`src/rtl/core/bbe_pkg.sv`:
```
// Shared types, constants and the reciprocal table of the 3x3 box blur.
`default_nettype none

package bbe_pkg;

    localparam int CH_W           = 8;
    localparam int PIX_W          = 3 * CH_W;
    localparam int FRAME_WIDTH_W  = 11;
    localparam int FRAME_HEIGHT_W = 13;

    localparam int CFG_IDX_W  = 1;
    localparam int CFG_DATA_W = 13;

    localparam logic [CFG_IDX_W-1:0] CFG_FRAME_WIDTH  = 1'b0;
    localparam logic [CFG_IDX_W-1:0] CFG_FRAME_HEIGHT = 1'b1;

    localparam logic [FRAME_WIDTH_W-1:0]  FRAME_WIDTH_RST  = 11'd1024;
    localparam logic [FRAME_HEIGHT_W-1:0] FRAME_HEIGHT_RST = 13'd768;

    typedef enum logic {
        REQ_PIXEL = 1'b0,
        REQ_DRAIN = 1'b1
    } req_t;

    localparam int TAPS    = 9;
    localparam int SUM_W   = 12;
    localparam int CNT_W   = 4;
    localparam int NUM_W   = 13;
    localparam int RECIP_K = 20;
    localparam int RECIP_W = 20;
    localparam int PROD_W  = NUM_W + RECIP_W;

    localparam int QUEUE_DEPTH = 4;
    localparam int QPTR_W      = 2;
    localparam int QCNT_W      = 3;

    typedef struct packed {
        logic            emit;
        logic            frame_end;
        logic [TAPS-1:0] mask;
    } bbe_ctrl_t;

    // ceil(2^20 / (2*count)); exact floor division for every numerator this block sees.
    function automatic logic [RECIP_W-1:0] recip(input logic [CNT_W-1:0] cnt);
        logic [RECIP_W-1:0] r;
        unique case (cnt)
            4'd1:    r = 20'd524288;
            4'd2:    r = 20'd262144;
            4'd3:    r = 20'd174763;
            4'd4:    r = 20'd131072;
            4'd5:    r = 20'd104858;
            4'd6:    r = 20'd87382;
            4'd7:    r = 20'd74899;
            4'd8:    r = 20'd65536;
            4'd9:    r = 20'd58255;
            default: r = '0;
        endcase
        return r;
    endfunction

endpackage

`default_nettype wire

```
`src/rtl/core/bbe_front.sv`:
```
// Front end: configuration, request checks, position counters and tap masks.
`default_nettype none

module bbe_front #(
    parameter  int MAX_WIDTH  = 1024,
    parameter  int MAX_HEIGHT = 4096,
    localparam int COL_W      = (MAX_WIDTH > 1) ? $clog2(MAX_WIDTH) : 1
) (
    input  wire logic                             aclk,
    input  wire logic                             aresetn,
    input  wire logic                             cfg_wr_en,
    input  wire logic [bbe_pkg::CFG_IDX_W-1:0]    cfg_index,
    input  wire logic [bbe_pkg::CFG_DATA_W-1:0]   cfg_wr_data,
    input  wire logic                             s_valid,
    output logic                                  s_ready,
    input  wire logic                             s_req_type,
    input  wire logic [bbe_pkg::CH_W-1:0]         s_in_red,
    input  wire logic [bbe_pkg::CH_W-1:0]         s_in_green,
    input  wire logic [bbe_pkg::CH_W-1:0]         s_in_blue,
    input  wire logic                             q_full,
    output logic                                  q_push,
    output bbe_pkg::bbe_ctrl_t                    q_ctrl,
    output logic [COL_W-1:0]                      q_col,
    output logic [bbe_pkg::PIX_W-1:0]             q_pix
);
    import bbe_pkg::*;

    localparam int EW  = $clog2(MAX_WIDTH + 1);
    localparam int EH  = $clog2(MAX_HEIGHT + 1);
    localparam int RW  = EH + 2;
    localparam int CXW = EW + 1;
    localparam int RXW = RW + 1;

    logic [FRAME_WIDTH_W-1:0]  fw_reg;
    logic [FRAME_HEIGHT_W-1:0] fh_reg;
    logic [EW-1:0]             eff_w;
    logic [EH-1:0]             eff_h;

    logic [COL_W-1:0] icol_reg, icol_next, ocol_reg, ocol_next;
    logic [RW-1:0]    irow_reg, irow_next, orow_reg, orow_next;

    logic [CXW-1:0] w_x, icol_inc, ocol_inc;
    logic [RXW-1:0] h_x, irow_x, orow_x;
    logic           draining, ignore, live, due, frame_end;
    logic [2:0]     rv, cv;
    logic [TAPS-1:0] mask;

    always_ff @(posedge aclk) begin
        if (!aresetn) begin
            fw_reg <= FRAME_WIDTH_RST;
            fh_reg <= FRAME_HEIGHT_RST;
        end else if (cfg_wr_en) begin
            unique case (cfg_index)
                CFG_FRAME_WIDTH:  fw_reg <= cfg_wr_data[FRAME_WIDTH_W-1:0];
                CFG_FRAME_HEIGHT: fh_reg <= cfg_wr_data[FRAME_HEIGHT_W-1:0];
            endcase
        end
    end

    // Zero acts as one and values above the maximum are clamped.
    always_comb begin
        if (fw_reg == '0) begin
            eff_w = EW'(1);
        end else if (32'(fw_reg) > 32'(MAX_WIDTH)) begin
            eff_w = EW'(MAX_WIDTH);
        end else begin
            eff_w = EW'(fw_reg);
        end
        if (fh_reg == '0) begin
            eff_h = EH'(1);
        end else if (32'(fh_reg) > 32'(MAX_HEIGHT)) begin
            eff_h = EH'(MAX_HEIGHT);
        end else begin
            eff_h = EH'(fh_reg);
        end
    end

    assign w_x      = CXW'(eff_w);
    assign h_x      = RXW'(eff_h);
    assign icol_inc = CXW'(icol_reg) + CXW'(1);
    assign ocol_inc = CXW'(ocol_reg) + CXW'(1);
    assign irow_x   = RXW'(irow_reg);
    assign orow_x   = RXW'(orow_reg);

    assign draining = (irow_x >= h_x);
    assign ignore   = (s_req_type == REQ_DRAIN) ? !draining : draining;
    assign s_ready  = !q_full;
    assign live     = s_valid && s_ready && !ignore;
    assign due      = (irow_x >= RXW'(2)) || ((irow_x == RXW'(1)) && (icol_reg != '0));

    // The window is viewed after the new column is shifted in. On the first
    // column of a row the right-hand column belongs to the next row and is dropped.
    assign rv[0] = (orow_reg != '0) && (orow_x <= h_x);
    assign rv[1] = (orow_x < h_x);
    assign rv[2] = ((orow_x + RXW'(1)) < h_x);
    assign cv[0] = (ocol_reg != '0) && (CXW'(ocol_reg) <= w_x);
    assign cv[1] = (CXW'(ocol_reg) < w_x);
    assign cv[2] = (icol_reg != '0) && (ocol_inc < w_x);

    always_comb begin
        for (int dr = 0; dr < 3; dr++) begin
            for (int dc = 0; dc < 3; dc++) begin
                mask[dr*3 + dc] = rv[dr] && cv[dc];
            end
        end
    end

    assign frame_end = ((orow_x + RXW'(1)) >= h_x) && (ocol_inc >= w_x);

    always_comb begin
        icol_next = icol_reg;
        irow_next = irow_reg;
        ocol_next = ocol_reg;
        orow_next = orow_reg;
        if (live) begin
            if (due && frame_end) begin
                icol_next = '0;
                irow_next = '0;
                ocol_next = '0;
                orow_next = '0;
            end else begin
                if (due) begin
                    if (ocol_inc >= w_x) begin
                        ocol_next = '0;
                        orow_next = orow_reg + RW'(1);
                    end else begin
                        ocol_next = COL_W'(ocol_inc);
                    end
                end
                if (icol_inc >= w_x) begin
                    icol_next = '0;
                    irow_next = irow_reg + RW'(1);
                end else begin
                    icol_next = COL_W'(icol_inc);
                end
            end
        end
    end

    always_ff @(posedge aclk) begin
        if (!aresetn) begin
            icol_reg <= '0;
            irow_reg <= '0;
            ocol_reg <= '0;
            orow_reg <= '0;
        end else begin
            icol_reg <= icol_next;
            irow_reg <= irow_next;
            ocol_reg <= ocol_next;
            orow_reg <= orow_next;
        end
    end

    assign q_push = live;
    assign q_col  = icol_reg;
    assign q_pix  = (s_req_type == REQ_DRAIN) ? '0 : {s_in_red, s_in_green, s_in_blue};

    always_comb begin
        q_ctrl           = '0;
        q_ctrl.emit      = due;
        q_ctrl.frame_end = frame_end;
        q_ctrl.mask      = mask;
    end

    a_frame_restart: assert property (@(posedge aclk) disable iff (!aresetn)
        (live && due && frame_end) |=> (icol_reg == '0 && orow_reg == '0))
        else $error("counters not cleared after the last pixel of a frame");

endmodule

`default_nettype wire

```
`config.mk`:
```
export PLATFORM = sky130hd
export DESIGN_NAME = bbe_front
export DESIGN_NICKNAME = d
export VERILOG_FILES = /design/src/rtl/core/bbe_pkg.sv /design/src/rtl/core/bbe_front.sv
export SDC_FILE = /design/constraint.sdc
export NUM_CORES = 1
export LEC_CHECK = 0
export BUFFER_PORTS_ARGS = -buffer_cell sky130_fd_sc_hd__buf_4
export CAP_MARGIN = 10
export CORE_UTILIZATION = 50
export CTS_BUF_LIST = sky130_fd_sc_hd__clkbuf_2
export CTS_CLUSTER_SIZE = 28
export DETAILED_ROUTE_END_ITERATION = 7
export GPL_ROUTABILITY_DRIVEN = 0
export HOLD_SLACK_MARGIN = 0.02
export PLACE_DENSITY = 0.7
export SYNTH_ARGS = -nofsm -noshare
export SYNTH_HDL_FRONTEND = slang
export SYNTH_SLANG_ARGS = --single-unit
```
`constraint.sdc`:
```
create_clock -name aclk -period 3.67 [get_ports aclk]
set_clock_uncertainty 0.05 [all_clocks]
set_input_delay 0.734 -clock aclk [delete_from_list [all_inputs] [get_ports aclk]]
set_output_delay 0.734 -clock aclk [all_outputs]
set_load 0.05 [all_outputs]
```
==> reports/qor.txt <==
DR vias - 6,275
Antenna viol nets, final - 0
Clock Tree Buf Depth - 2
Async SR Flop Fraction - 0%
Crit path kind - reg -> out
Seq cells post-synth - 74
Gate Count Post-Synth - 773
Delay-heaviest family, CP - simple AND/OR/NAND/NOR gates
Failing checks - DRC, setup timing
Initial DRC Count - 584
Ys flop type - dfxtp_1
Commonest non-fill, non-tap cell in the layout - buf_4
Post-DR vias/cell - 6.05
Synth unique cells - 61
Root Buffer - clkbuf_2
Number of top-level pins - 91
Crit path required time - 2.89 ns
Die Span X - 111 um
Setup_tns - -2.44 ns
Total grt overflow - 0
CTS H-Tree Depth - 3
Layout area overhead - 28.8%
Max-Cap Viols - 0
Clock transition at path regs - 0.24 ns
Synthesized net count - 898
Largest net degree at the start of global routing - 33
Synth top area cells - dfxtp_1 (25%), ha_1 (17%), nand2_1 (7.8%)
WL/cell - 17.4 um
Slowest-stage cell, CP - dfxtp_4
Port Buffers - 90
Clk sink count - 74
Crit path buffers/inverters - 1
Seq/Total Area, Yosys - 24.9%
CTS Buf Count - 9
Share of layout cells above drive strength 1 - 27.6%
Leak Pwr - 3.25 nW
CP Cell Sequence - nand4_1, or3_4, nor2_4, xnor2_2, ha_1, a21oi_2, o21ai_1, nand2_1, nand2_1, or3_4, nor2_4, buf_6
Drt drc - 2
RSZ-0062 raised after global routing - yes
Clk Latency, worst-skew pair - 0.60 ns
Slew HR - 33.4%
PD cells - 232 nW/um^2
Row count - 39
EDFF count, synth - 0
VDD IR max - 0.000175 V
Hold WC Path Type - in -> reg
Post-synth top area share - 24.9%
Worst setup SP type - flop
First-pass GRT wire length - 28,400 um
Final Max Tran Viols - 0
Final Hold Viols - 0
Starting Density - 51.8%
Dpl hpwl - 12,800 um
Core area - 11,500 sq um
CP arrival - 3.19 ns
Power, Total - 1.78 mW
Fmax - 0.252 GHz
DIE HEIGHT - 111 um
Synthesis Warnings - 0
Mapped cell area - 5960 sq um
Maximum fanout along the worst path - 4
Final setup viols - 11
Post-CTS Hold Buffers - 0
Mean Syn Cell Area - 7.71 sq um
All-Layer GR Usage - 28.6%
Pre-antenna DRT Iters - 8
Nets@finish - 1,014
Vias in the first global route - 5,887
Fin crit share - 108%
Die area - 12,400 sq um
Commonest non-fill, non-tap cells in the layout - buf_4 (133), nand2_1 (124), ha_1 (75)
Slew @ Worst Pin - 0.998 ns
ANT cells - 0
Final Worst Setup Slack - -0.303 ns
Type of destination of the critical path - output port
Fillers - 911
Final min period - 3.97 ns
Place WS - 0.104 ns
Final wirelength - 18,100 um
Area leader, netlist - dfxtp_1
Slowest stage delay, CP - 0.42 ns
CTS tree - built
Initial antenna violation count - 0
Status - finished, violations left
metal layers:
layer	GRT usage [%]	up-vias	part of all wire (%)
met1	36.5	2952	43
li1	-	2993	-
met3	4.21	46	6.8
met5	0	-	0
met2	47.6	284	47
met4	12.6	0	3.4
synthesized netlist by cell type, types with 10 or more instances:
library cell and instances:
nand2_1 124, ha_1 81, dfxtp_1 74, a21oi_1 62, nor2_1 46, nor2b_1 39
inv_1 27, clkbuf_1 25, nand3_1 25, o21ai_0 19, nand4_1 18, nor4_1 15
o21a_1 15, xnor2_1 15, and3_1 14, nor3_1 14, mux2i_1 12, xor2_1 12
buf_2 11, o211ai_1 10
final timing paths:
check                                    start           to  slack [ns]  cells past startpoint
worst max-delay path               orow_reg[1]    q_ctrl[8]       -0.30                     12
worst min-delay path            cfg_wr_data[0]    fw_reg[0]        0.29                      3
worst max register to register     ocol_reg[0]  orow_reg[6]        0.20                     17
worst min register to register       fh_reg[0]    fh_reg[0]        0.44                      2
worst reg2reg max path, delay by kind of cell, from the launching register on:
kind | cells | cell delay (ns)
simple gates | 5 | 0.60
buf+inv | 3 | 0.56
flops | 1 | 0.42
xor+xnor | 1 | 0.21
compound gates | 6 | 1.01
fa+ha+maj | 2 | 0.48
where the power goes:
| group | internal [mW] | total, mW | leakage [nW] | switching (mW) |
|---|---|---|---|---|
| Sequential | 0.816 | 0.829 | 0.608 | 0.0128 |
| Combinational | 0.156 | 0.391 | 2.56 | 0.236 |
| Clock | 0.230 | 0.557 | 0.0825 | 0.326 |
| Total | 1.20 | 1.78 | 3.25 | 0.575 |
cells by family after synthesis:
family,count (synthesis),synth area share [%]
simple gates,346,29.8
buf+inv,69,4.85
xor+xnor,27,3.97
compound gates,160,16.8
mux,16,2.77
flops,74,24.9
fa+ha+maj,81,17.0
area by class of cell:
cell class,count,area (sq um),area share [%]
multi-input cells,630,4560,59.4
flip-flops and latches,74,1520,19.8
repair buffers,146,1170,15.2
well taps,143,179,2.33
inverters,28,114,1.48
clock inverters,6,90.1,1.17
clock buffers,10,50.0,0.652
what timing repair did:
| item | in CTS | in global routing |
|---|---|---|
| gates resized for setup | 90 | 31 |
| setup buffers | 22 | 6 |
| pin swaps | 34 | 16 |
| endpoints found under the setup margin | 11 | 11 |
| endpoints found under the hold margin | 0 | 0 |
stage by stage:
step / hold WS, ns / area (sq um) / utilization, % / std cells
2_1_floorplan: 0.386 / 5960 / - / 773
3_3_place_gp: 0.408 / 6870 / 59.6 / 995
3_5_place_dp: 0.414 / 6870 / 59.6 / 995
4_1_cts: 0.264 / 7480 / 65.0 / 1031
5_1_grt: 0.258 / 7670 / 66.6 / 1037
6_report: 0.294 / 7670 / 66.6 / 1037
Power figures use the tool's default switching activity.
