===== src/rtl/core/bbe_pkg.sv =====
// Shared types, constants and the reciprocal table of the 3x3 box blur.
`default_nettype none

package bbe_pkg;

    localparam int CH_W           = 8;
    localparam int PIX_W          = 3 * CH_W;
    localparam int FRAME_WIDTH_W  = 11;
    localparam int FRAME_HEIGHT_W = 13;

    localparam int CFG_IDX_W  = 1;
    localparam int CFG_DATA_W = 13;

    localparam logic [CFG_IDX_W-1:0] CFG_FRAME_WIDTH  = 1'b0;
    localparam logic [CFG_IDX_W-1:0] CFG_FRAME_HEIGHT = 1'b1;

    localparam logic [FRAME_WIDTH_W-1:0]  FRAME_WIDTH_RST  = 11'd1024;
    localparam logic [FRAME_HEIGHT_W-1:0] FRAME_HEIGHT_RST = 13'd768;

    typedef enum logic {
        REQ_PIXEL = 1'b0,
        REQ_DRAIN = 1'b1
    } req_t;

    localparam int TAPS    = 9;
    localparam int SUM_W   = 12;
    localparam int CNT_W   = 4;
    localparam int NUM_W   = 13;
    localparam int RECIP_K = 20;
    localparam int RECIP_W = 20;
    localparam int PROD_W  = NUM_W + RECIP_W;

    localparam int QUEUE_DEPTH = 4;
    localparam int QPTR_W      = 2;
    localparam int QCNT_W      = 3;

    typedef struct packed {
        logic            emit;
        logic            frame_end;
        logic [TAPS-1:0] mask;
    } bbe_ctrl_t;

    // ceil(2^20 / (2*count)); exact floor division for every numerator this block sees.
    function automatic logic [RECIP_W-1:0] recip(input logic [CNT_W-1:0] cnt);
        logic [RECIP_W-1:0] r;
        unique case (cnt)
            4'd1:    r = 20'd524288;
            4'd2:    r = 20'd262144;
            4'd3:    r = 20'd174763;
            4'd4:    r = 20'd131072;
            4'd5:    r = 20'd104858;
            4'd6:    r = 20'd87382;
            4'd7:    r = 20'd74899;
            4'd8:    r = 20'd65536;
            4'd9:    r = 20'd58255;
            default: r = '0;
        endcase
        return r;
    endfunction

endpackage

`default_nettype wire


===== src/rtl/core/bbe_queue.sv =====
// Short FIFO between the classifying front end and the blur back end.
`default_nettype none

module bbe_queue #(
    parameter int DATA_W = 8
) (
    input  wire logic              aclk,
    input  wire logic              aresetn,
    input  wire logic              push,
    input  wire logic [DATA_W-1:0] push_data,
    output logic                   full,
    input  wire logic              pop,
    output logic [DATA_W-1:0]      pop_data,
    output logic                   valid
);
    import bbe_pkg::*;

    logic [DATA_W-1:0] mem_reg [QUEUE_DEPTH];
    logic [QPTR_W-1:0] wr_ptr_reg, wr_ptr_next;
    logic [QPTR_W-1:0] rd_ptr_reg, rd_ptr_next;
    logic [QCNT_W-1:0] count_reg, count_next;
    logic              do_push, do_pop;

    assign full     = (count_reg == QCNT_W'(QUEUE_DEPTH));
    assign valid    = (count_reg != '0);
    assign pop_data = mem_reg[rd_ptr_reg];
    assign do_push  = push && !full;
    assign do_pop   = pop && valid;

    always_comb begin
        wr_ptr_next = wr_ptr_reg;
        rd_ptr_next = rd_ptr_reg;
        count_next  = count_reg;
        if (do_push) begin
            wr_ptr_next = wr_ptr_reg + QPTR_W'(1);
        end
        if (do_pop) begin
            rd_ptr_next = rd_ptr_reg + QPTR_W'(1);
        end
        if (do_push && !do_pop) begin
            count_next = count_reg + QCNT_W'(1);
        end else if (do_pop && !do_push) begin
            count_next = count_reg - QCNT_W'(1);
        end
    end

    always_ff @(posedge aclk) begin
        if (!aresetn) begin
            wr_ptr_reg <= '0;
            rd_ptr_reg <= '0;
            count_reg  <= '0;
        end else begin
            wr_ptr_reg <= wr_ptr_next;
            rd_ptr_reg <= rd_ptr_next;
            count_reg  <= count_next;
        end
    end

    always_ff @(posedge aclk) begin
        if (do_push) begin
            mem_reg[wr_ptr_reg] <= push_data;
        end
    end

    a_count_bound: assert property (@(posedge aclk) disable iff (!aresetn)
        count_reg <= QCNT_W'(QUEUE_DEPTH))
        else $error("queue fill count above depth");

    a_no_overflow: assert property (@(posedge aclk) disable iff (!aresetn)
        !(push && full))
        else $error("front end pushed into a full queue");

    a_push_counts: assert property (@(posedge aclk) disable iff (!aresetn)
        (push && !full && !do_pop) |=> (count_reg == $past(count_reg) + QCNT_W'(1)))
        else $error("queue fill count did not follow a push");

endmodule

`default_nettype wire


===== config.mk =====
export PLATFORM = sky130hd
export DESIGN_NAME = bbe_queue
export DESIGN_NICKNAME = d
export VERILOG_FILES = /design/src/rtl/core/bbe_pkg.sv /design/src/rtl/core/bbe_queue.sv
export SDC_FILE = /design/constraint.sdc
export NUM_CORES = 1
export LEC_CHECK = 0
export BUFFER_PORTS_ARGS = -buffer_cell sky130_fd_sc_hd__buf_2
export CORE_UTILIZATION = 55
export CTS_CLUSTER_DIAMETER = 150
export DETAILED_ROUTE_END_ITERATION = 8
export GPL_TIMING_DRIVEN = 0
export PLACE_DENSITY = 0.76
export REMOVE_ABC_BUFFERS = 1
export SLEW_MARGIN = 10
export SYNTH_ARGS = -nofsm -noshare
export SYNTH_HDL_FRONTEND = slang
export SYNTH_SLANG_ARGS = --single-unit

===== constraint.sdc =====
create_clock -name aclk -period 3.3 [get_ports aclk]
set_input_delay 0.99 -clock aclk [delete_from_list [all_inputs] [get_ports aclk]]
set_output_delay 0.99 -clock aclk [all_outputs]
set_load 0.01 [all_outputs]

==> impl_metrics.py, run 1 <==
metrics = {
    "layout": {
        "fillers": 192,
        "fin_nets": 132,
        "layout-drive-gt1-share_pct": 33.9,
        "largest_reg_flops": 32,
        "area_growth_pct": 12.2,
        "antenna_cells": 0,
    },
    "die": {
        "die_h_um": 56.6,
        "rows": 19,
        "dieArea_um2": 3210,
        "die_w_um": 56.6,
        "initial_core_util_pct": 59.0,
        "core_um2": 2780,
        "num_io_pins": 22,
    },
    "synthesis": {
        "synth-xor-area-share_pct": 2.13,
        "synthSimpleGateAreaFrac_pct": 6.33,
        "synth_area_um2": 1640,
        "synth-seq-cells": 41,
        "seq_area_frac_synth_pct": 69.5,
        "synth_top_family_by_area": "multiplexers",
        "yosys_warnings": 0,
        "syn_area_per_cell_um2": 18.2,
        "muxShareOfSynthArea_pct": 12.8,
        "synth.distinct_cells": 23,
        "synthAdderAreaFrac_pct": 5.03,
        "synth_compound_area_share_pct": 2.06,
        "synthCells": 90,
    },
    "placed_design": {
        "place_congestion": 0.704,
        "portBuffers": 21,
        "dp_slack_ns": 0.381,
        "dp_hpwl_um": 1520,
    },
    "worst_setup_path": {
        "arrival_ns": 1.76,
        "crit_path_start_kind": "flop",
        "crit_path_max_fanout": 8,
        "crit_path_end_kind": "output port",
        "cp_data_required_time_ns": 2.31,
        "crit_type": "flop to output port",
    },
    "global_route": {
        "grt_overflow_total": 0,
        "grt_pass1_wl_um": 3570,
        "antenna_found_initial": 0,
        "grt_use_total_pct": 16.1,
        "grt_pass1_vias": 748,
        "grt_max_degree": 13,
    },
    "timing": {
        "skew_ns": 0.00594,
        "finalSetupTns_ns": 0,
        "fin_ws_ns": 0.550,
        "setup_viol": 0,
        "hold_viol_final": 0,
        "period_share_pct": 83.3,
        "max_freq_mhz": 364,
        "finalCriticalPeriod_ns": 2.75,
        "slew_headroom_pct": 63.2,
        "finalMaxSlewViolations": 0,
        "rsz0062_at_grt": "no",
        "worst_pin_slew_ns": 0.551,
    },
    "clock_network": {
        "cts_sinks": 41,
        "cts_buffers": 5,
        "cts-root-buf": "clkbuf_4",
        "htreeDepth": 2,
        "cts_buffer_depth": 2,
        "hold_buffers": 0,
        "post_cts_buffers": 0,
        "clock_latency_ns": 0.34,
        "path_clk_slew_ns": 0.11,
        "ctsResizeCount": 0,
        "cts_tree": "done",
    },
    "routing": {
        "drtIter0Drc": 15,
        "drc": 0,
        "num_vias": 805,
        "vias_per_cell": 5.51,
        "first_pass_iters": 4,
        "wl_per_cell_um": 15.3,
        "routed_wl_um": 2230,
        "postRouteAntennaNets": 0,
    },
    "run": {
        "timing.max_cap.violations": 0,
    },
    "worst_hold_path": {
        "hold_path_class": "flop to flop",
    },
    "power": {
        "power_density_nw_per_um2": 731,
        "leakage_nw": 0.672,
        "ir_drop_mv": 0.566,
    },
    "outcome": {
        "status": "finished, final reports clean",
    },
}
## synth_stat cells
cell type	n	area, um^2
mux2i_1	3	30.0
ha_1	5	62.6
xor2_1	1	8.76
dfxtp_1	9	180
o31ai_2	1	12.5
or3_2	1	7.51
o21ai_0	1	5.00
a21boi_1	1	7.51
nor3b_2	1	12.5
fa_1	1	20.0
buf_6	1	11.3
nor2b_1	2	12.5
and2_1	8	50.1
clkbuf_1	1	3.75
buf_1	1	3.75
xnor2_1	3	26.3
o311ai_1	1	8.76
or3_1	1	6.26
mux4_2	8	180
inv_1	3	11.3
buf_2	1	5.00
edfxtp_1	32	961
nand2_1	4	15.0
## cells in the final DEF (no fill, tap or decap)
cell type	n
clkbuf_4	5
a21boi_1	1
xnor2_1	3
o31ai_2	1
o311ai_1	1
mux2i_1	3
and2_1	8
clkbuf_16	1
nand2_1	4
ha_1	5
o21ai_0	1
dfxtp_1	9
or3_1	1
inv_1	3
buf_2	21
clkbuf_8	1
nor3b_2	1
clkbuf_1	1
edfxtp_1	32
mux4_2	8
xor2_1	1
fa_1	1
nor2b_1	2
or3_2	1
## per-stage QoR
stage / instance area (um^2) / std cells / hold slack, ns / util (%) / power (mW)
2_1_floorplan: 1620 / 86 / 0.468 / - / 0.953
3_3_place_gp: 1760 / 138 / 0.480 / 63.3 / 1.06
3_5_place_dp: 1760 / 138 / 0.490 / 63.3 / 1.07
4_1_cts: 1840 / 146 / 0.511 / 66.2 / 1.36
5_1_grt: 1840 / 146 / 0.539 / 66.2 / 1.42
6_report: 1840 / 146 / 0.507 / 66.2 / 1.35
## cell families (layout without fill, tap and decap cells)
family	Yosys count	count (layout)
DFF	41	41
and+or+nand+nor	17	17
muxes	11	11
buffers and inverters	7	32
adders and majority gates	6	6
AOI/OAI and AO/OA	4	4
xor gates and xnor gates	4	4
## critical path: stages (launching register included)
cell     delay (ns)
dfxtp_1        0.69
mux4_2         0.58
buf_2          0.15
## layer usage
metal / track usage, % / wire length [um]
met1: 20.6 / 974
met2: 23.4 / 1060
met3: 7.83 / 153
met4: 7.32 / 41
met5: 0 / 0
## power by group
part / total [mW] / leakage, nW / switching, mW / internal (mW)
sequential: 0.708 / 0.367 / 0.0734 / 0.634
clock: 0.301 / 0.0437 / 0.150 / 0.151
combinational: 0.338 / 0.261 / 0.146 / 0.192
total: 1.35 / 0.672 / 0.370 / 0.977
## area by class of cell
type                    count  area (um^2)  area share (%)
clock buffers               8         80.1            4.35
inverters                   3         11.3           0.611
multi-input cells          42          465            25.3
flip-flops and latches     41         1140            62.0
well taps                  31         38.8            2.11
repair buffers             21          105            5.71
## final timing paths
check | slack, ns | end | cells past startpoint | from
min reg2reg | 0.51 | wr_ptr_reg[0] | 2 | wr_ptr_reg[0]
max | 0.55 | pop_data[0] | 2 | flop
max reg2reg | 0.89 | count_reg[2] | 8 | count_reg[0]
min | 0.51 | wr_ptr_reg[0] | 2 | wr_ptr_reg[0]
Note: power is estimated with default switching activity, not from simulation.
==> run 2, diff against run 1 <==
--- a/config.mk
+++ b/config.mk
@@ -5,12 +5,13 @@
 export SDC_FILE = /design/constraint.sdc
 export NUM_CORES = 1
 export LEC_CHECK = 0
+export ABC_AREA = 1
 export BUFFER_PORTS_ARGS = -buffer_cell sky130_fd_sc_hd__buf_2
-export CORE_UTILIZATION = 55
+export CORE_UTILIZATION = 50
 export CTS_CLUSTER_DIAMETER = 150
 export DETAILED_ROUTE_END_ITERATION = 8
 export GPL_TIMING_DRIVEN = 0
-export PLACE_DENSITY = 0.76
+export PLACE_DENSITY = 0.72
 export REMOVE_ABC_BUFFERS = 1
 export SLEW_MARGIN = 10
 export SYNTH_ARGS = -nofsm -noshare
==> constraint.sdc (replaced) <==
create_clock -name aclk -period 2.33 [get_ports aclk]
set_input_delay 0.699 -clock aclk [delete_from_list [all_inputs] [get_ports aclk]]
set_output_delay 0.699 -clock aclk [all_outputs]
set_load 0.01 [all_outputs]
==> run 2 against run 1 <==
Against the previous run: hold slack better by 0.0074 ns; cell area up 5.1%; clock skew grew 0.0033 ns; final cell count rose by 48%; first-iteration DRC count increased to 3.3 times the previous value; largest power group unchanged; die area up 13%; utilization fell by 4.3 points; synthesized area increased by 3.0%; critical path type unchanged; critical path depth increased by 2; setup slack worse by 0.43 ns.
==> impl_metrics.py, run 2 <==
metrics = {
    "outcome": {
        "status": "finished, final reports clean",
    },
    "global_route": {
        "grt_max_degree": 18,
        "antenna_found_initial": 0,
        "grt_pass1_vias": 1058,
        "grt_overflow_total": 0,
        "grt_use_total_pct": 17.7,
        "grt_pass1_wl_um": 4370,
    },
    "die": {
        "core_um2": 3130,
        "dieArea_um2": 3620,
        "rows": 20,
        "die_w_um": 60.2,
        "initial_core_util_pct": 54.1,
        "die_h_um": 60.2,
        "num_io_pins": 22,
    },
    "worst_hold_path": {
        "hold_path_class": "flop to flop",
    },
    "clock_network": {
        "path_clk_slew_ns": 0.11,
        "cts_buffers": 5,
        "cts_tree": "done",
        "cts_buffer_depth": 2,
        "clock_latency_ns": 0.34,
        "hold_buffers": 0,
        "cts-root-buf": "clkbuf_4",
        "post_cts_buffers": 0,
        "cts_sinks": 41,
        "htreeDepth": 2,
    },
    "layout": {
        "area_growth_pct": 14.4,
        "layout-drive-gt1-share_pct": 23.8,
        "layout_common_cells": "edfxtp_1, nor2_1, buf_2, inv_1, o21ai_0",
        "fin_area_um2": 1940,
        "largest_reg_flops": 32,
        "ff_latch_area_um2": 1140,
        "fin_nets": 189,
        "fillers": 255,
        "final_common_cell": "edfxtp_1",
        "antenna_cells": 0,
        "multiInputGateArea_um2": 464,
    },
    "worst_setup_path": {
        "crit_path_start_kind": "flop",
        "cp_data_required_time_ns": 1.63,
        "crit_path_end_kind": "output port",
        "arrival_ns": 1.51,
        "crit_path_max_fanout": 9,
        "crit_type": "flop to output port",
    },
    "timing": {
        "hold_viol_final": 0,
        "rsz0062_at_grt": "no",
        "finalSetupTns_ns": 0,
        "finalCriticalPeriod_ns": 2.21,
        "skew_ns": 0.00921,
        "worst_pin_slew_ns": 0.815,
        "setup_viol": 0,
        "slew_headroom_pct": 45.5,
        "period_share_pct": 94.7,
        "finalMaxSlewViolations": 0,
        "max_freq_mhz": 453,
        "whs_ns": 0.514,
    },
    "synthesis": {
        "syn_area_per_cell_um2": 11.7,
        "synth_flop_cell": "edfxtp_1",
        "yosys_warnings": 0,
        "yosysMostFrequentCell": "edfxtp_1",
        "synthCells": 145,
        "async_reset_ff_share_pct": 0,
        "synth-seq-cells": 41,
        "seq_area_frac_synth_pct": 67.5,
        "synth_area_leaders": "edfxtp_1, dfxtp_1, nor2_1, o21ai_0, ha_1",
        "synth_area_um2": 1690,
        "synth.distinct_cells": 19,
        "synth_commonest_cells": "edfxtp_1, nor2_1, inv_1, o21ai_0, nand2_1",
        "yosys.area.top_type": "edfxtp_1",
        "synth_edf_count": 32,
        "synth_top_cell_area_share_pct": 56.8,
    },
    "power": {
        "power_density_nw_per_um2": 1090,
        "leakage_nw": 0.760,
        "ir_drop_mv": 0.583,
    },
    "placed_design": {
        "portBuffers": 21,
        "dp_hpwl_um": 1960,
        "place_congestion": 0.738,
        "place_area_um2": 1830,
    },
    "routing": {
        "vias_per_cell": 5.09,
        "wl_per_cell_um": 13.4,
        "drc": 0,
        "postRouteAntennaNets": 0,
        "routed_wl_um": 2890,
        "drtIter0Drc": 50,
        "num_vias": 1099,
        "first_pass_iters": 5,
    },
    "run": {
        "timing.max_cap.violations": 0,
    },
}
run 2: cell types whose count changed after synthesis, sizes merged, moves of 4 or more:
cell	previous run	this run
nand2	4	15
mux4	8	0
inv	3	17
o22ai	0	8
nor2	0	30
and2	8	0
o21ai	1	17
nand3	0	4
run 2: per-stage QoR:
step	utilization [%]	setup slack, ns	total power [mW]	instances
finish	61.9	0.124	2.10	216
global route	61.9	0.0248	2.23	216
CTS	61.8	0.0646	2.12	216
detailed placement	58.5	0.186	1.57	208
global placement	58.5	0.240	1.53	208
floorplan	-	0.513	1.36	143
run 2: logic make-up after synthesis:
family	count (synthesis)	share of synthesized area [%]
simple gates	50	12.5
xor+xnor	1	0.518
compound gates	28	9.54
flops	41	67.5
buf+inv	19	5.10
fa+ha+maj	6	4.88
run 2: timing repair:
action                                  in CTS  in global routing
gates resized for setup                      1                  1
gates cloned                                 0                  0
endpoints found under the setup margin       8                  3
run 2: area by class of cell:
class	instances	area share (%)
multi-input cells	85	24.0
flip-flops and latches	41	59.1
inverters	17	3.30
clock buffers	5	1.94
well taps	44	2.84
clock inverters	3	3.36
repair buffers	21	5.43
run 2: power breakdown:
| group | internal (mW) | total, mW | leakage [nW] | switching (mW) |
|---|---|---|---|---|
| registers | 0.901 | 0.985 | 0.368 | 0.0835 |
| logic | 0.214 | 0.568 | 0.337 | 0.354 |
| clock network | 0.332 | 0.550 | 0.0552 | 0.218 |
| total | 1.45 | 2.10 | 0.760 | 0.655 |
run 2: worst max-delay path, cell delays in order (launching register included):
cell and delay (ns):
dfxtp_1 0.42, inv_1 0.28, o21ai_0 0.14, o22ai_1 0.16, buf_2 0.16
run 2: worst paths after layout:
| kind | end | slack [ns] | depth (start not counted) | from |
|---|---|---|---|---|
| setup / recovery | pop_data[3] | 0.12 | 4 | flop |
| hold reg to reg | flop | 0.51 | 2 | rd_ptr_reg[0] |
| setup reg to reg | count_reg[1] | 0.47 | 9 | count_reg[1] |
| hold / removal | flop | 0.51 | 2 | rd_ptr_reg[0] |
run 2: layer usage:
metal | GRT usage (%) | vias up | wire length [um]
li1 | - | 549 | -
met1 | 17.3 | 514 | 1150
met2 | 32.2 | 29 | 1540
met3 | 6.28 | 7 | 154
met4 | 9.30 | 0 | 47
met5 | 0 | - | 0
